==> src/rtl/cfir_pkg.sv <==
`timescale 1ns / 1ps
`default_nettype none

package cfir_pkg;

  localparam int TAP_REGS         = 8;
  localparam int TAP_IDX_W        = $clog2(TAP_REGS);
  localparam int TAP_W            = 16;
  localparam int FRAC_SHIFT       = 15;
  localparam int CFG_INDEX_W      = 8;
  localparam int PIPE_STAGES      = 4;
  localparam int DEF_NUM_TAPS     = 8;
  localparam int DEF_SAMPLE_WIDTH = 16;

  typedef struct packed {
    logic adv;
    logic take;
  } pipe_ctrl_t;

endpackage

`default_nettype wire

==> src/rtl/cfir_cell.sv <==
`timescale 1ns / 1ps
`default_nettype none

module cfir_cell #(
  parameter int SAMPLE_WIDTH = cfir_pkg::DEF_SAMPLE_WIDTH
) (
  input  wire                                            clk,
  input  wire                                            rst,
  input  cfir_pkg::pipe_ctrl_t                           ctrl,
  input  wire signed [cfir_pkg::TAP_W-1:0]               tap,
  input  wire signed [SAMPLE_WIDTH-1:0]                  win_re,
  input  wire signed [SAMPLE_WIDTH-1:0]                  win_im,
  input  wire signed [SAMPLE_WIDTH-1:0]                  load_re,
  input  wire signed [SAMPLE_WIDTH-1:0]                  load_im,
  output logic signed [SAMPLE_WIDTH-1:0]                 held_re,
  output logic signed [SAMPLE_WIDTH-1:0]                 held_im,
  output logic signed [SAMPLE_WIDTH+cfir_pkg::TAP_W-1:0] prod_re,
  output logic signed [SAMPLE_WIDTH+cfir_pkg::TAP_W-1:0] prod_im
);
  import cfir_pkg::*;

  localparam int PROD_W = SAMPLE_WIDTH + TAP_W;

  always_ff @(posedge clk) begin
    if (rst) begin
      held_re <= '0;
      held_im <= '0;
    end else if (ctrl.take) begin
      held_re <= load_re;
      held_im <= load_im;
    end
  end

  always_ff @(posedge clk) begin
    if (ctrl.adv) begin
      prod_re <= PROD_W'(tap) * PROD_W'(win_re);
      prod_im <= PROD_W'(tap) * PROD_W'(win_im);
    end
  end

endmodule

`default_nettype wire

==> config.mk <==
export PLATFORM = sky130hd
export DESIGN_NAME = cfir_cell
export DESIGN_NICKNAME = d
export VERILOG_FILES = /design/src/rtl/cfir_pkg.sv /design/src/rtl/cfir_cell.sv
export SDC_FILE = /design/constraint.sdc
export NUM_CORES = 2
export LEC_CHECK = 0
export ABC_CLOCK_PERIOD_IN_PS = 18820
export CORE_ASPECT_RATIO = 1.1
export CORE_UTILIZATION = 50
export CTS_BUF_LIST = sky130_fd_sc_hd__clkbuf_4 sky130_fd_sc_hd__clkbuf_8 sky130_fd_sc_hd__clkbuf_16
export DETAILED_ROUTE_END_ITERATION = 8
export DONT_BUFFER_PORTS = 1
export SYNTH_ARGS = -nofsm -noshare
export SYNTH_HDL_FRONTEND = slang
export SYNTH_SLANG_ARGS = --single-unit
==> constraint.sdc <==
create_clock -name clk -period 18.82 [get_ports clk]
set_clock_uncertainty 0.2 [all_clocks]
set_input_delay 1.882 -clock clk [delete_from_list [all_inputs] [get_ports clk]]
set_output_delay 1.882 -clock clk [all_outputs]
set_load 0.05 [all_outputs]
== Yosys cells after proc, flatten, opt, wreduce, memory -nomap -nowiden ==
Index checks and enable logic that the tools add are counted.
Widths: inputs -> output; s select.

* Magnitude comparators: 0
* Multipliers: 2
* Add/subtract/negate cells: 0
* Bitwise gates (word level): 0
* Shift operators: 0
* Multiplexer cells: 0
* Eq/ne operators: 0
* Reduce and logical (&&, ||, !) cells: 0
* Divide/modulo/power cells: 0

{| class="wikitable"
|+ Operators with widths
! cell !! count
|-
| $mul 16x16->32 || 2
|}

* Output and inout bits: 96
* Input port bits: 84
* RAM bits: 0
* Memories kept: 0
* Register bits: 96
* Memory bits (read-only): 0
* Latch bits: 0
* Logic and storage cells: 6

== Logic depth before layout (Yosys ltp) ==
* Depth after elaboration: 1
* Mapped depth: 23
* Depth with buffers taken out: 21

== Worst setup path after synthesis ==
OpenSTA, ideal clock, no wires.

* Path type: input -> register
* From: input port tap[15] (netlist name)
* To: register prod_re[31] (netlist name) (data pin)
* Stages on the path: 20
* Data required time: 18.363 ns
* Path slack: 10.974 ns
* Buffers on the path: 1
* Library setup time: 0.257 ns
* Data arrival time: 7.389 ns
* Cell sequence: clkbuf_1 nand2_1 inv_1 fa_1 fa_1 fa_1 fa_1 fa_1 inv_1 fa_1 inv_1 ha_1 o21a_1 o21ai_1 nand2b_1 o21a_1 o21ai_1 a21oi_1 or4b_1 o2111a_1

* Word-level cells in the longest chain between the ends: 1

{| class="wikitable"
|+ Ends and longest elaborated chain
! what !! RTL line !! RTL
|-
| from (decl) || cfir_cell.sv:10 || <nowiki>input wire signed [cfir_pkg::TAP_W-1:0] tap,</nowiki>
|-
| $mul 16x16->32 || cfir_cell.sv:36 || <nowiki>prod_re <= PROD_W'(tap) * PROD_W'(win_re);</nowiki>
|-
| to (signal assigned) || cfir_cell.sv:36 ||
|-
| to (decl) || cfir_cell.sv:17 || <nowiki>output logic signed [SAMPLE_WIDTH+cfir_pkg::TAP_W-1:0] prod_re,</nowiki>
|}

No other way between the ends.
A chain may end at the register's enable or synchronous reset.

== Final worst setup path ==
* From: input port win_re[1]
* To: register prod_re[31] (netlist name) (data pin)

* Word-level cells in the longest chain between the ends: 1

{| class="wikitable"
|+ Ends and longest elaborated chain
! what !! RTL line !! RTL
|-
| from (decl) || cfir_cell.sv:11 || <nowiki>input wire signed [SAMPLE_WIDTH-1:0] win_re,</nowiki>
|-
| $mul 16x16->32 || cfir_cell.sv:36 ||
|}

No other way between the ends.

==> results.md <==
- Total number of vias: 14970
- Vias in the first global route: 16420
- Total Neg Setup Slack: 0 ps
- Synth area leader: fa_1
- Fin Hold WS: 559.2 ps
- Critical path origin: win_re[1]
- Clock Latency Late Sink: 390 ps
- Hold Buf Count CTS: 0
- Nets@finish: 3031
- CTS tree: yes
- Tmin final: 7737 ps
- Width of the die: 205.1 um
- Final cycle utilization of the critical path: 41.11%
- Top cell type's share of synthesized area: 46.24%
- Worst min path class: reg -> reg
- CTS resizes: 0
- Fmax: 129.2 MHz
- Area growth syn-to-layout: 3.110%
- Vias per inst: 5.261
- Slew HR: 52.06%
- Slew Limit Fails: 0
- Initial antenna violation count: 0
- I/O pin total: 180
- Required time of the critical path: 18780 ps
- Final ANT Viol Nets: 0
- Crit start category: input port
- Post-synthesis sequential area ratio: 11.29%
- WL final: 46800 um
- GRT Util Overall: 22.10%
- Clock Pin Slew Worst Setup and Hold Paths: 80 ps
- Mapped Avg Cell Area: 9.712 um^2
- Die area: 46230 um^2
- Initial DRC Count: 588
- Status: finished clean
- CORE AREA: 44590 um^2
- Antenna cells: 0
- GRT Residual Overflow: 0
- Library cells used by synthesis: 58
- Reg2reg end: held_im[9]$_SDFFE_PP0P_
- H-tree depth: 3
- Crit path kind: in -> reg
- Net Count, Synth: 3108
- Clock sinks: 96
- CTS root buffer: clkbuf_16
- Synth Flop Type: edfxtp_1
- FFs w/ async S/R, synth: 0%
- Leading cell type in the layout, fill and taps excluded: inv_1
- Port bufs: 0
- DR WL/cell: 16.45 um
- DRT Pass-1 Iters: 5
- Initial Utilization: 50.88%
- Dpl hpwl: 38110 um
- Setup crit end: prod_re[31]$_DFFE_PP_
- Pin count of the biggest net entering global routing: 65
- Critical Path Fanout Max: 16
- Most frequent cells in the layout: inv_1 (568), fa_1 (524), nand2_1 (253), and2_1 (246), ha_1 (164)
- YS warnings: 0
- Pre-CTS WS: 10690 ps
- Endpoints failing hold: 0
- Synthesized flop and latch total: 96
- Die Ht: 225.4 um
- Max-cap violations: 0
- Site row count: 81
- Final setup violation count: 0
- Area of the mapped netlist: 22690 um^2
- RSZ-0062 raised after global routing: false
- Max Buffers Root-to-Sink: 2
- DRC Markers: 0
- Global-route wire length before repair: 79870 um
- Fillers: 4242
- CTS Buf Count: 9
- Worst Setup End Kind: register
- Synth Instances: 2336
- R2R setup slack: 17640 ps
- Post-synth EDFFs: 64
- GP Congestion: 0.8816
- Post-CTS Setup Inserts: 0
- Worst Max-Slew Pin Slew: 701.0 ps
- Layout cells sized above 1: 1.237%
- Worst Path Arrival: 7690 ps
- Reg2reg start: held_im[9]$_SDFFE_PP0P_
- R2r worst-path depth: 2
- Synth top area cells: fa_1 (46%), inv_1 (9.4%), ha_1 (9.0%)
- Final WS setup: 11080 ps
==> worst min-delay path by stage <==
stage                                   from                  endpoint  slack (ps)  depth (start not counted)
floorplan           held_im[15]$_SDFFE_PP0P_  held_im[15]$_SDFFE_PP0P_         530                          2
detailed placement   held_re[6]$_SDFFE_PP0P_   held_re[6]$_SDFFE_PP0P_         550                          2
finish               held_re[0]$_SDFFE_PP0P_   held_re[0]$_SDFFE_PP0P_         560                          2
global route         held_im[0]$_SDFFE_PP0P_   held_im[0]$_SDFFE_PP0P_         580                          2
global placement     held_re[2]$_SDFFE_PP0P_   held_re[2]$_SDFFE_PP0P_         540                          2
CTS                  held_re[2]$_SDFFE_PP0P_   held_re[2]$_SDFFE_PP0P_         560                          2
==> kinds of logic after synthesis <==
family / Yosys count / share of synthesized area, %
adder cells (fa/ha/maj): 688 / 55.28
buffers and inverters: 656 / 10.85
AND/OR/NAND/NOR: 645 / 14.07
AO/OA/AOI/OAI: 151 / 4.445
flip-flops: 96 / 11.29
XOR/XNOR: 66 / 2.548
multiplexers: 34 / 1.500
==> synth_stat cells, types with 32 or more instances <==
| cell | n |
|---|---|
| xnor2_1 | 52 |
| nand2_1 | 253 |
| and2_1 | 246 |
| a21oi_1 | 45 |
| nor2_1 | 86 |
| fa_1 | 524 |
| dfxtp_1 | 32 |
| inv_1 | 568 |
| ha_1 | 164 |
| clkbuf_1 | 83 |
| mux2i_1 | 34 |
| edfxtp_1 | 64 |
==> flip-flops by register name (all words and copies together) (netlist names) <==
signal and flops:
held_im 16, held_re 16, prod_im 32, prod_re 32
==> critical path, stage by stage <==
cell and delay [ps]:
nand2_1 90, inv_1 100, fa_1 660, fa_1 940
fa_1 540, fa_1 500, fa_1 490, inv_1 50
fa_1 470, inv_1 40, ha_1 370, o21a_1 220
o21ai_1 110, nand2b_1 90, o21a_1 110, o21ai_1 230
a21oi_1 160, or4b_1 490, o2111a_1 130
==> per-layer routing <==
layer | share of wire (%) | wire length [um] | global-route usage (%) | vias up
li1 | - | - | - | 6756
met4 | 1.7 | 773 | 5.711 | 0
met5 | 0 | 0 | 0 | -
met3 | 5.0 | 2339 | 3.499 | 42
met2 | 54 | 25070 | 40.42 | 325
met1 | 40 | 18620 | 26.87 | 7845
==> through the flow <==
step,instances,utilization (%),area [um^2]
after floorplan,2336,-,22690
after global placement,2829,51.76,23080
after detailed placement,2829,51.76,23080
after CTS,2845,52.46,23390
after global routing,2845,52.46,23390
final,2845,52.46,23390
==> layout make-up <==
class                   instances  area [um^2]  share of cell area (%)
clock buffers                   9        225.2                  0.9628
clock inverters                 7        83.83                  0.3584
inverters                     568         2132                   9.114
multi-input cells            1584        17660                   75.50
flip-flops and latches         96         2562                   10.95
well taps                     581        726.9                   3.108
Power is not shown: default switching activity piles up to over one toggle a cycle in this logic, so the estimate is an artifact.
